==> config.mk <==
export PLATFORM = sky130hd
export DESIGN_NAME = midi_key_activity_tracker
export DESIGN_NICKNAME = d
export VERILOG_FILES = /design/src/mkat_pkg.sv /design/src/mkat_front.sv /design/src/mkat_outq.sv /design/src/mkat_back.sv /design/src/midi_key_activity_tracker.sv
export SDC_FILE = /design/constraint.sdc
export NUM_CORES = 2
export LEC_CHECK = 0
export BUFFER_PORTS_ARGS = -buffer_cell sky130_fd_sc_hd__buf_2
export CORE_MARGIN = 2
export CORE_UTILIZATION = 62
export DETAILED_ROUTE_END_ITERATION = 10
export PLACE_DENSITY = 0.75
export SLEW_MARGIN = 20
export SYNTH_ARGS = -nofsm -noshare
export SYNTH_HDL_FRONTEND = slang
export SYNTH_MEMORY_MAX_BITS = 65536
export SYNTH_SLANG_ARGS = --single-unit
==> constraint.sdc <==
create_clock -name clk -period 8.8 [get_ports clk]
set_input_delay 0.88 -clock clk [delete_from_list [all_inputs] [get_ports clk]]
set_output_delay 0.88 -clock clk [all_outputs]
set_load 0.02 [all_outputs]
==> src/mkat_pkg.sv <==
// shared constants, types and helpers of the midi key activity tracker
`timescale 1ns / 1ps
`default_nettype none
package mkat_pkg;

  localparam int CHANNELS          = 16;
  localparam int NOTES_PER_CHANNEL = 16;
  localparam int LEVELS            = 16;
  localparam int MAX_RESULTS       = 16;

  localparam int CH_W    = (CHANNELS > 1) ? $clog2(CHANNELS) : 1;
  localparam int IDX_W   = (NOTES_PER_CHANNEL > 1) ? $clog2(NOTES_PER_CHANNEL) : 1;
  localparam int CNT_W   = $clog2(NOTES_PER_CHANNEL + 1);
  localparam int EMIT_W  = $clog2(MAX_RESULTS + 1);
  localparam int ADDR_W  = (CHANNELS * NOTES_PER_CHANNEL > 1) ?
                           $clog2(CHANNELS * NOTES_PER_CHANNEL) : 1;

  localparam logic [6:0] LVL_FULL = 7'(LEVELS - 1);
  localparam logic [6:0] LVL_REL  = 7'(LEVELS - 2);

  localparam logic [1:0] FUNC_MIDI   = 2'd0;
  localparam logic [1:0] FUNC_TICK   = 2'd1;
  localparam logic [1:0] FUNC_RELOAD = 2'd2;

  localparam logic [3:0] MSG_NOTE_OFF = 4'h8;
  localparam logic [3:0] MSG_NOTE_ON  = 4'h9;
  localparam logic [3:0] MSG_CTRL     = 4'hb;
  localparam logic [7:0] STATUS_RESET = 8'hfe;
  localparam logic [7:0] CC_NOTES_OFF = 8'h7b;
  localparam logic [7:0] CC_SOUND_OFF = 8'h78;

  localparam logic [1:0] FLAG_PENDING = 2'd1;
  localparam logic [1:0] FLAG_RELOAD  = 2'd2;

  typedef enum logic [2:0] {
    OP_LIGHT,
    OP_REL_KEY,
    OP_REL_CH,
    OP_REL_ALL,
    OP_TICK,
    OP_RELOAD
  } op_t;

  typedef enum logic [2:0] {
    ST_IDLE,
    ST_LOAD,
    ST_EXEC,
    ST_EMIT,
    ST_STORE
  } st_t;

  typedef struct packed {
    op_t             op;
    logic [CH_W-1:0] ch;
    logic [6:0]      note;
    logic [7:0]      frames;
  } cmd_t;

  typedef struct packed {
    logic [3:0] channel;
    logic [6:0] note;
    logic [3:0] level;
    logic       last;
  } res_t;

  function automatic logic [ADDR_W-1:0] slot_addr(logic [CH_W-1:0] ch,
                                                  logic [IDX_W-1:0] idx);
    return ADDR_W'(ch) * ADDR_W'(NOTES_PER_CHANNEL) + ADDR_W'(idx);
  endfunction

endpackage
`default_nettype wire

==> src/mkat_front.sv <==
// input decoder and two-entry command queue
`timescale 1ns / 1ps
`default_nettype none
module mkat_front (
  input  wire                logic       clk,
  input  wire                logic       rst,
  input  wire                logic       push,
  output                     logic       full,
  input  wire                logic [1:0] func,
  input  wire                logic [7:0] status_byte,
  input  wire                logic [7:0] data_first,
  input  wire                logic [7:0] data_second,
  input  wire                logic [3:0] tick_channel,
  input  wire                logic [7:0] frames,
  output                     logic       cmd_valid,
  output mkat_pkg::cmd_t                 cmd,
  input  wire                logic       cmd_pop
);

  mkat_pkg::cmd_t dec;
  logic           keep;
  mkat_pkg::cmd_t q [2];
  logic           wp, rp;
  logic [1:0]     cnt;
  logic           enq, deq;

  always_comb begin
    dec.op     = mkat_pkg::OP_RELOAD;
    dec.ch     = status_byte[mkat_pkg::CH_W-1:0];
    dec.note   = data_first[6:0];
    dec.frames = frames;
    keep       = 1'b0;
    unique case (func)
      mkat_pkg::FUNC_MIDI: begin
        if (status_byte == mkat_pkg::STATUS_RESET) begin
          dec.op = mkat_pkg::OP_REL_ALL;
          keep   = 1'b1;
        end else if (5'(status_byte[3:0]) < 5'(mkat_pkg::CHANNELS)) begin
          case (status_byte[7:4])
            mkat_pkg::MSG_NOTE_OFF: begin
              dec.op = mkat_pkg::OP_REL_KEY;
              keep   = 1'b1;
            end
            mkat_pkg::MSG_NOTE_ON: begin
              dec.op = (data_second[6:0] != 7'd0) ? mkat_pkg::OP_LIGHT
                                                  : mkat_pkg::OP_REL_KEY;
              keep   = 1'b1;
            end
            mkat_pkg::MSG_CTRL: begin
              dec.op = mkat_pkg::OP_REL_CH;
              keep   = (data_first == mkat_pkg::CC_NOTES_OFF) ||
                       (data_first == mkat_pkg::CC_SOUND_OFF);
            end
            default: keep = 1'b0;
          endcase
        end
      end
      mkat_pkg::FUNC_TICK: begin
        dec.op = mkat_pkg::OP_TICK;
        dec.ch = tick_channel[mkat_pkg::CH_W-1:0];
        keep   = 5'(tick_channel) < 5'(mkat_pkg::CHANNELS);
      end
      mkat_pkg::FUNC_RELOAD: begin
        dec.op = mkat_pkg::OP_RELOAD;
        keep   = 1'b1;
      end
      default: keep = 1'b0;
    endcase
  end

  assign full      = (cnt == 2'd2);
  assign cmd_valid = (cnt != 2'd0);
  assign cmd       = q[rp];
  assign enq       = push && !full && keep;
  assign deq       = cmd_pop && cmd_valid;

  always_ff @(posedge clk) begin
    if (enq) begin
      q[wp] <= dec;
    end
    if (rst) begin
      wp  <= 1'b0;
      rp  <= 1'b0;
      cnt <= 2'd0;
    end else begin
      if (enq) begin
        wp <= ~wp;
      end
      if (deq) begin
        rp <= ~rp;
      end
      cnt <= cnt + 2'(enq) - 2'(deq);
    end
  end

endmodule
`default_nettype wire

==> src/mkat_outq.sv <==
// two-entry result queue
`timescale 1ns / 1ps
`default_nettype none
module mkat_outq (
  input  wire                logic       clk,
  input  wire                logic       rst,
  input  wire                logic       res_push,
  input  mkat_pkg::res_t                 res_item,
  output                     logic       res_full,
  output                     logic       empty,
  input  wire                logic       pop,
  output                     logic [3:0] out_channel,
  output                     logic [6:0] out_note,
  output                     logic [3:0] out_level,
  output                     logic       out_last
);

  mkat_pkg::res_t q [2];
  logic           wp, rp;
  logic [1:0]     cnt;
  logic           enq, deq;

  assign res_full    = (cnt == 2'd2);
  assign empty       = (cnt == 2'd0);
  assign enq         = res_push && !res_full;
  assign deq         = pop && !empty;
  assign out_channel = q[rp].channel;
  assign out_note    = q[rp].note;
  assign out_level   = q[rp].level;
  assign out_last    = q[rp].last;

  always_ff @(posedge clk) begin
    if (enq) begin
      q[wp] <= res_item;
    end
    if (rst) begin
      wp  <= 1'b0;
      rp  <= 1'b0;
      cnt <= 2'd0;
    end else begin
      if (enq) begin
        wp <= ~wp;
      end
      if (deq) begin
        rp <= ~rp;
      end
      cnt <= cnt + 2'(enq) - 2'(deq);
    end
  end

endmodule
`default_nettype wire

==> src/mkat_back.sv <==
// key list engine: per-channel load, update, redraw and write-back
`timescale 1ns / 1ps
`default_nettype none
module mkat_back (
  input  wire                logic clk,
  input  wire                logic rst,
  input  wire                logic cmd_valid,
  input  mkat_pkg::cmd_t           cmd,
  output                     logic cmd_pop,
  output                     logic res_push,
  output mkat_pkg::res_t           res_item,
  input  wire                logic res_full
);

  localparam int N = mkat_pkg::NOTES_PER_CHANNEL;
  localparam int C = mkat_pkg::CHANNELS;

  mkat_pkg::st_t state, state_next;

  logic [14:0] mem [C*N];
  logic [14:0] mem_rdata;
  logic                       mem_re, mem_we;
  logic [mkat_pkg::ADDR_W-1:0] mem_raddr, mem_waddr;
  logic [14:0]                mem_wdata;

  logic [mkat_pkg::CNT_W-1:0] entry_count [C];
  logic [1:0]                 channel_flags [C];

  mkat_pkg::cmd_t             cur;
  logic [mkat_pkg::CH_W-1:0]  ch_cur;
  logic [mkat_pkg::CNT_W-1:0] k, j, cnt_old, cnt_new;
  logic                       ld_vld;
  logic [mkat_pkg::IDX_W-1:0] ld_idx;
  logic [6:0]                 row_note [N];
  logic [7:0]                 row_lvl [N];
  logic [N-1:0]               hmask;
  logic [mkat_pkg::EMIT_W-1:0] emitted;

  logic [mkat_pkg::CNT_W-1:0] cnt_sel, wl;
  logic [1:0]                 flags_sel;
  logic                       idle_skip;

  logic [6:0]                 x_note [N];
  logic [7:0]                 x_lvl [N];
  logic [N-1:0]               x_hmask, match;
  logic [mkat_pkg::CNT_W-1:0] x_cnt;
  logic [1:0]                 x_flags;
  logic                       found;
  logic [mkat_pkg::IDX_W-1:0] fidx;
  logic                       later_any, emit_ok, keep_entry;
  logic [mkat_pkg::IDX_W-1:0] e_idx, k_idx;

  assign cnt_sel   = entry_count[ch_cur];
  assign flags_sel = channel_flags[ch_cur];
  assign wl        = (cur.op == mkat_pkg::OP_TICK) ? cnt_old : cnt_new;
  assign idle_skip = (cmd.op == mkat_pkg::OP_RELOAD) ||
                     ((cmd.op == mkat_pkg::OP_TICK) && (channel_flags[cmd.ch] == 2'd0));
  assign e_idx     = k[mkat_pkg::IDX_W-1:0];
  assign k_idx     = k[mkat_pkg::IDX_W-1:0];

  // update of the loaded row
  always_comb begin
    match = '0;
    for (int i = 0; i < N; i++) begin
      match[i] = (i < int'(cnt_sel)) && (row_note[i] == cur.note);
    end
    found = |match;
    fidx  = '0;
    for (int i = N - 1; i >= 0; i--) begin
      if (match[i]) begin
        fidx = mkat_pkg::IDX_W'(i);
      end
    end
    x_cnt   = cnt_sel;
    x_flags = flags_sel;
    x_hmask = '0;
    for (int i = 0; i < N; i++) begin
      x_note[i] = row_note[i];
      x_lvl[i]  = row_lvl[i];
    end
    case (cur.op)
      mkat_pkg::OP_LIGHT: begin
        if (found) begin
          for (int i = 0; i < N; i++) begin
            if (i + 1 == int'(cnt_sel)) begin
              x_note[i] = cur.note;
              x_lvl[i]  = {1'b1, mkat_pkg::LVL_FULL};
            end else if ((i + 1 < N) && (i >= int'(fidx)) && (i + 1 < int'(cnt_sel))) begin
              x_note[i] = row_note[(i + 1) % N];
              x_lvl[i]  = row_lvl[(i + 1) % N];
            end
          end
          x_flags = flags_sel | mkat_pkg::FLAG_PENDING;
        end else if (int'(cnt_sel) < N) begin
          for (int i = 0; i < N; i++) begin
            if (i == int'(cnt_sel)) begin
              x_note[i] = cur.note;
              x_lvl[i]  = {1'b1, mkat_pkg::LVL_FULL};
            end
          end
          x_cnt   = cnt_sel + 1'b1;
          x_flags = flags_sel | mkat_pkg::FLAG_PENDING;
        end
      end
      mkat_pkg::OP_REL_KEY: begin
        for (int i = 0; i < N; i++) begin
          if (found && (i == int'(fidx))) begin
            x_lvl[i] = {1'b1, mkat_pkg::LVL_REL};
          end
        end
        if (found) begin
          x_flags = flags_sel | mkat_pkg::FLAG_PENDING;
        end
      end
      mkat_pkg::OP_REL_CH, mkat_pkg::OP_REL_ALL: begin
        for (int i = 0; i < N; i++) begin
          if ((i < int'(cnt_sel)) && (row_lvl[i][6:0] >= mkat_pkg::LVL_FULL)) begin
            x_lvl[i] = {1'b1, mkat_pkg::LVL_REL};
            x_flags  = flags_sel | mkat_pkg::FLAG_PENDING;
          end
        end
      end
      mkat_pkg::OP_TICK: begin
        x_flags = 2'd0;
        for (int i = 0; i < N; i++) begin
          if ((i < int'(cnt_sel)) && (row_lvl[i][7] || flags_sel[1])) begin
            x_hmask[i] = 1'b1;
            x_lvl[i]   = {1'b0, row_lvl[i][6:0]};
            if (row_lvl[i][6:0] < mkat_pkg::LVL_FULL) begin
              if ({1'b0, row_lvl[i][6:0]} > cur.frames) begin
                x_lvl[i] = {1'b1, row_lvl[i][6:0] - cur.frames[6:0]};
                x_flags  = mkat_pkg::FLAG_PENDING;
              end else begin
                x_lvl[i] = 8'd0;
              end
            end
          end
        end
      end
      default: x_cnt = cnt_sel;
    endcase
  end

  always_comb begin
    later_any = 1'b0;
    for (int i = 0; i < N; i++) begin
      if ((i > int'(k)) && hmask[i]) begin
        later_any = 1'b1;
      end
    end
  end

  assign emit_ok    = (int'(k) < N) && hmask[e_idx] &&
                      (int'(emitted) < mkat_pkg::MAX_RESULTS);
  assign keep_entry = (cur.op != mkat_pkg::OP_TICK) || (row_lvl[k_idx] != 8'd0);

  // next state
  always_comb begin
    state_next = state;
    unique case (state)
      mkat_pkg::ST_IDLE: begin
        if (cmd_valid && !idle_skip) begin
          state_next = mkat_pkg::ST_LOAD;
        end
      end
      mkat_pkg::ST_LOAD: begin
        if (k >= cnt_sel) begin
          state_next = mkat_pkg::ST_EXEC;
        end
      end
      mkat_pkg::ST_EXEC: begin
        state_next = (cur.op == mkat_pkg::OP_TICK) ? mkat_pkg::ST_EMIT : mkat_pkg::ST_STORE;
      end
      mkat_pkg::ST_EMIT: begin
        if (int'(k) >= N) begin
          state_next = mkat_pkg::ST_STORE;
        end
      end
      mkat_pkg::ST_STORE: begin
        if (k >= wl) begin
          if ((cur.op == mkat_pkg::OP_REL_ALL) && (int'(ch_cur) != C - 1)) begin
            state_next = mkat_pkg::ST_LOAD;
          end else begin
            state_next = mkat_pkg::ST_IDLE;
          end
        end
      end
      default: state_next = mkat_pkg::ST_IDLE;
    endcase
  end

  // outputs
  always_comb begin
    cmd_pop   = 1'b0;
    mem_re    = 1'b0;
    mem_we    = 1'b0;
    mem_raddr = mkat_pkg::slot_addr(ch_cur, k_idx);
    mem_waddr = mkat_pkg::slot_addr(ch_cur, j[mkat_pkg::IDX_W-1:0]);
    mem_wdata = {row_note[k_idx], row_lvl[k_idx]};
    res_push  = 1'b0;
    res_item.channel = 4'(ch_cur);
    res_item.note    = row_note[e_idx];
    res_item.level   = row_lvl[e_idx][3:0];
    res_item.last    = !later_any || (int'(emitted) == mkat_pkg::MAX_RESULTS - 1);
    unique case (state)
      mkat_pkg::ST_IDLE:  cmd_pop  = cmd_valid;
      mkat_pkg::ST_LOAD:  mem_re   = (k < cnt_sel);
      mkat_pkg::ST_EMIT:  res_push = emit_ok && !res_full;
      mkat_pkg::ST_STORE: mem_we   = (k < wl) && keep_entry;
      default:            cmd_pop  = 1'b0;
    endcase
  end

  always_ff @(posedge clk) begin
    if (mem_re) begin
      mem_rdata <= mem[mem_raddr];
    end
    if (mem_we) begin
      mem[mem_waddr] <= mem_wdata;
    end
  end

  always_ff @(posedge clk) begin
    if (rst) begin
      state  <= mkat_pkg::ST_IDLE;
      ld_vld <= 1'b0;
      ch_cur <= '0;
      for (int c = 0; c < C; c++) begin
        entry_count[c]   <= '0;
        channel_flags[c] <= mkat_pkg::FLAG_RELOAD;
      end
    end else begin
      state  <= state_next;
      ld_vld <= mem_re;
      ld_idx <= k_idx;
      if (ld_vld) begin
        row_note[ld_idx] <= mem_rdata[14:8];
        row_lvl[ld_idx]  <= mem_rdata[7:0];
      end
      unique case (state)
        mkat_pkg::ST_IDLE: begin
          if (cmd_valid) begin
            if (cmd.op == mkat_pkg::OP_RELOAD) begin
              for (int c = 0; c < C; c++) begin
                channel_flags[c] <= mkat_pkg::FLAG_RELOAD;
              end
            end
            cur    <= cmd;
            ch_cur <= (cmd.op == mkat_pkg::OP_REL_ALL) ? '0 : cmd.ch;
            k      <= '0;
          end
        end
        mkat_pkg::ST_LOAD: begin
          if (k < cnt_sel) begin
            k <= k + 1'b1;
          end
        end
        mkat_pkg::ST_EXEC: begin
          for (int i = 0; i < N; i++) begin
            row_note[i] <= x_note[i];
            row_lvl[i]  <= x_lvl[i];
          end
          hmask                 <= x_hmask;
          cnt_old               <= cnt_sel;
          cnt_new               <= x_cnt;
          channel_flags[ch_cur] <= x_flags;
          emitted               <= '0;
          k                     <= '0;
          j                     <= '0;
        end
        mkat_pkg::ST_EMIT: begin
          if (int'(k) >= N) begin
            k <= '0;
          end else if (!emit_ok || !res_full) begin
            k <= k + 1'b1;
            if (emit_ok) begin
              emitted <= emitted + 1'b1;
            end
          end
        end
        mkat_pkg::ST_STORE: begin
          if (k < wl) begin
            k <= k + 1'b1;
            if (keep_entry) begin
              j <= j + 1'b1;
            end
          end else begin
            entry_count[ch_cur] <= j;
            ch_cur              <= ch_cur + 1'b1;
            k                   <= '0;
          end
        end
        default: k <= '0;
      endcase
    end
  end

  a_emit_only_tick: assert property (@(posedge clk) disable iff (rst)
    (state == mkat_pkg::ST_EMIT) |-> (cur.op == mkat_pkg::OP_TICK))
    else $error("redraw phase outside a tick");

  a_push_room: assert property (@(posedge clk) disable iff (rst)
    res_push |-> !res_full)
    else $error("result pushed into full queue");

  a_count_bound: assert property (@(posedge clk) disable iff (rst)
    int'(cnt_sel) <= N)
    else $error("key list longer than its store");

  a_compact_order: assert property (@(posedge clk) disable iff (rst)
    (state == mkat_pkg::ST_STORE) |-> (j <= k))
    else $error("write pointer ahead of read pointer");

  a_no_pop_busy: assert property (@(posedge clk) disable iff (rst)
    cmd_pop |-> (state == mkat_pkg::ST_IDLE))
    else $error("command taken while busy");

endmodule
`default_nettype wire

==> src/midi_key_activity_tracker.sv <==
// top level of the midi key activity tracker
// a transaction loads the key list of its channel, updates it and writes it back, and a tick
//   also scans the list to redraw its keys, a scan that result back-pressure can stall
// a release of all keys on status 0xfe runs the load, update and write-back for every channel in turn
// the back engine takes a new command only when idle, after its sweep of the key store is done
// reset: all lists empty, every channel marked for reload, both queues empty
`timescale 1ns / 1ps
`default_nettype none
module midi_key_activity_tracker (
  input  wire logic       clk,
  input  wire logic       rst,
  input  wire logic       push,
  output      logic       full,
  input  wire logic [1:0] func,
  input  wire logic [7:0] status_byte,
  input  wire logic [7:0] data_first,
  input  wire logic [7:0] data_second,
  input  wire logic [3:0] tick_channel,
  input  wire logic [7:0] frames,
  output      logic       empty,
  input  wire logic       pop,
  output      logic [3:0] out_channel,
  output      logic [6:0] out_note,
  output      logic [3:0] out_level,
  output      logic       out_last
);

  logic           cmd_valid, cmd_pop, res_push, res_full;
  mkat_pkg::cmd_t cmd;
  mkat_pkg::res_t res_item;

  mkat_front u_front (
    .clk, .rst, .push, .full, .func, .status_byte, .data_first, .data_second,
    .tick_channel, .frames, .cmd_valid, .cmd, .cmd_pop
  );

  mkat_back u_back (
    .clk, .rst, .cmd_valid, .cmd, .cmd_pop, .res_push, .res_item, .res_full
  );

  mkat_outq u_outq (
    .clk, .rst, .res_push, .res_item, .res_full, .empty, .pop,
    .out_channel, .out_note, .out_level, .out_last
  );

endmodule
`default_nettype wire
==> results by group <==
Clocking
  – Hold-fix buffers, CTS: 0
  – Total CTS buffers: 421
  – Cells resized by post-CTS repair: 0
  – Clk_lat worst skew: 0.99 ns
  – CTS tree: yes
  – Post-CTS setup buffers: 0
  – Clock sinks: 4,372
  – Clk slew on worst S/H paths: 0.07 ns
  – Root buf cell: clkbuf_16
  – CTS max path bufs: 4
  – Htree depth: 5

Routing
  – Routed vias: 96,700
  – DRT iter0 DRCs: 14,800
  – DR pass1 iterations: 6
  – Remaining DRCs: 0
  – Post-route ant nets: 0
  – Drt wl/cell: 35.6 um
  – Detailed-route wire length: 487,000 um
  – Vias/cell: 7.06

Worst setup path
  – Critical Path Start Type: register
  – Max Fanout on Critical Path: 23
  – Critical path endpoint category: register
  – Req. time, crit path: 9.37 ns
  – Register-to-register setup slack: 1.89 ns
  – CP Class: register to register
  – Arrival time at the worst endpoint: 7.48 ns

STA
  – Min Tclk post-route: 6.91 ns
  – Fmax: 145 MHz
  – Final-report hold violation count: 0
  – Final Skew: 0.0589 ns
  – Fin crit share: 0.785
  – Max-slew violations: 0
  – Setup Viol. Count Final: 0
  – RSZ-0062 raised after global routing: no
  – Setup TNS: 0 ns
  – Rel. slew slack: 0.191
  – Worst slew pin tran: 1.21 ns

Power and ir drop
  – Worst VDD drop: 0.534 mV
  – Leak: 64.3 nW
  – Design Power: 68.9 mW
  – Pwr per Cell Area: 342 nW/um^2

Global routing
  – Vias in the first global route: 95,800
  – M1 GR Usage: 0.458
  – Initial antenna violation count: 39
  – First-pass GRT wire length: 696,000 um
  – Overflow after GRT: 0
  – M3 GR Usage: 0.0642
  – Most used routing layer: met2
  – Gr usage total: 0.330
  – M2 GR Usage: 0.525
  – Largest net degree at the start of global routing: 210

Logic synthesis
  – Top cells by area, synth: edfxtp_1, mux4_2, ha_1
  – Cell count after synthesis: 9,052
  – Syn nets: 9,256
  – Primary FF master, synth: edfxtp_1
  – Mapped Area: 181,000 um^2
  – Post-synth top area cell: edfxtp_1
  – #FFs+latches synth: 4,372
  – EDFF count, synth: 4,346
  – Synth unique cells: 87
  – Yosys warning count: 0
  – Sequential fraction of the synthesis area: 0.723
  – Syn avg cell area: 20.0 um^2
  – Async S/R FF share, synth: 0
  – Top-area cell type share of the netlist area: 0.721

Run status
  – Status: complete, no violations

Floorplan
  – Core Region: 291,000 um^2
  – Ports: 60
  – Die H: 544 um
  – Die X: 544 um
  – Initial Util: 0.623
  – Rows: 198
  – Die Area: 296,000 um^2

Cells and area
  – Final cell count without fillers: 13,700
  – Final design area excluding fillers: 202,000 um^2
  – Final core occ: 0.693
  – Commonest non-fill, non-tap cell in the layout: edfxtp_1
  – Most frequent cells in the layout: edfxtp_1, mux4_2, nor2_1, clkbuf_16, buf_4
  – Final #Nets: 9,640
  – Filler instances: 17,500
  – Area growth syn-to-layout: 11.3%
  – Layout cells sized above 1: 0.266

Placement
  – Post-detail-place hpwl: 283,000 um
  – Placer Congestion: 0.993
  – Placed inst area: 188,000 um^2
  – IO buf count: 58
  – Cells after DPL: 12,900

Run
  – Max Cap Viol: 0

Worst hold path
  – Hold WC Path Type: input pin to register
-- per-layer routing --
metal / up-vias / wire, um
met5: - / 90
met4: 14 / 23100
met3: 1094 / 51700
met2: 6575 / 236000
met1: 50700 / 176000
li1: 38400 / -
-- final timing paths --
check | endpoint | start | cells after the start
setup reg to reg | u_back.row_lvl[15][5] | register | 13
hold reg to reg | register | u_outq.rp | 2
hold / removal | u_front.q[1][0] | frames[0] | 1
setup / recovery | u_back.row_lvl[15][5] | register | 13
-- cell usage after synthesis, types with 26 or more instances --
cell	n
nor2b_1	33
nor4_1	39
mux2i_1	29
nand3_1	89
o21ai_0	156
buf_2	28
a21o_1	106
xor2_1	126
edfxtp_1	4346
and2_1	68
mux4_2	1382
nor3_1	65
a21oi_1	240
clkbuf_1	406
nand4_1	67
inv_1	76
mux2_2	44
xnor2_1	86
ha_1	146
dfxtp_1	26
buf_1	99
a31oi_1	108
nand2_1	416
and3_1	69
nor2_1	464
a221o_1	29
-- cells by family after synthesis --
group	share of synthesized area
buf+inv	0.0135
simple gates	0.0359
xor+xnor	0.0103
mux	0.176
flops	0.723
compound gates	0.0285
fa+ha+maj	0.0119
-- where the power goes --
group,switching (mW),internal (mW),leakage (nW)
registers,0.406,29.5,39.4
clock network,7.83,9.89,6.53
logic,14.9,6.37,18.4
-- worst max-delay path: stages (launching register included) --
cell       delay, ns
dfxtp_1         0.78
buf_4           0.36
mux4_2          0.34
mux2_2          0.32
mux2i_4         0.70
nand3_1         0.59
o2bb2ai_2       0.60
nand4_2         0.36
or2_1           0.63
buf_4           0.33
mux2i_1         0.23
or3_1           0.16
o2111a_1        0.26
a21boi_0        0.84
-- flip-flops by register name, summed over array words and instances (netlist names), 5 cells and up, named ones only --
name and count:
u_back.channel_flags 32, u_back.cnt_new 5, u_back.cnt_old 5, u_back.cur 18, u_back.emitted 5, u_back.entry_count 80, u_back.hmask 16, u_back.j 5
u_back.k 5, u_back.mem 3840, u_back.mem_rdata 15, u_back.row_lvl 128, u_back.row_note 112, u_front.q 44, u_outq.q 32
-- area by class of cell --
class	instances	area (um^2)	area share
clock inverters	258	2400	0.0119
inverters	81	314	0.00156
flip-flops and latches	4372	131000	0.650
repair buffers	504	4060	0.0202
diodes	15	37.5	0.000186
clock buffers	508	11000	0.0544
well taps	3900	4880	0.0242
multi-input cells	4056	47800	0.237
-- per-stage QoR --
| stage | hold slack (ns) | setup slack [ns] |
|---|---|---|
| final | 0.131 | 1.89 |
| after global routing | 0.111 | 1.63 |
| after CTS | 0.0778 | 2.09 |
| after detailed placement | 0.497 | 2.11 |
| after global placement | 0.499 | 2.17 |
| after floorplan | 0.424 | 2.89 |
Power figures use the tool's default switching activity.
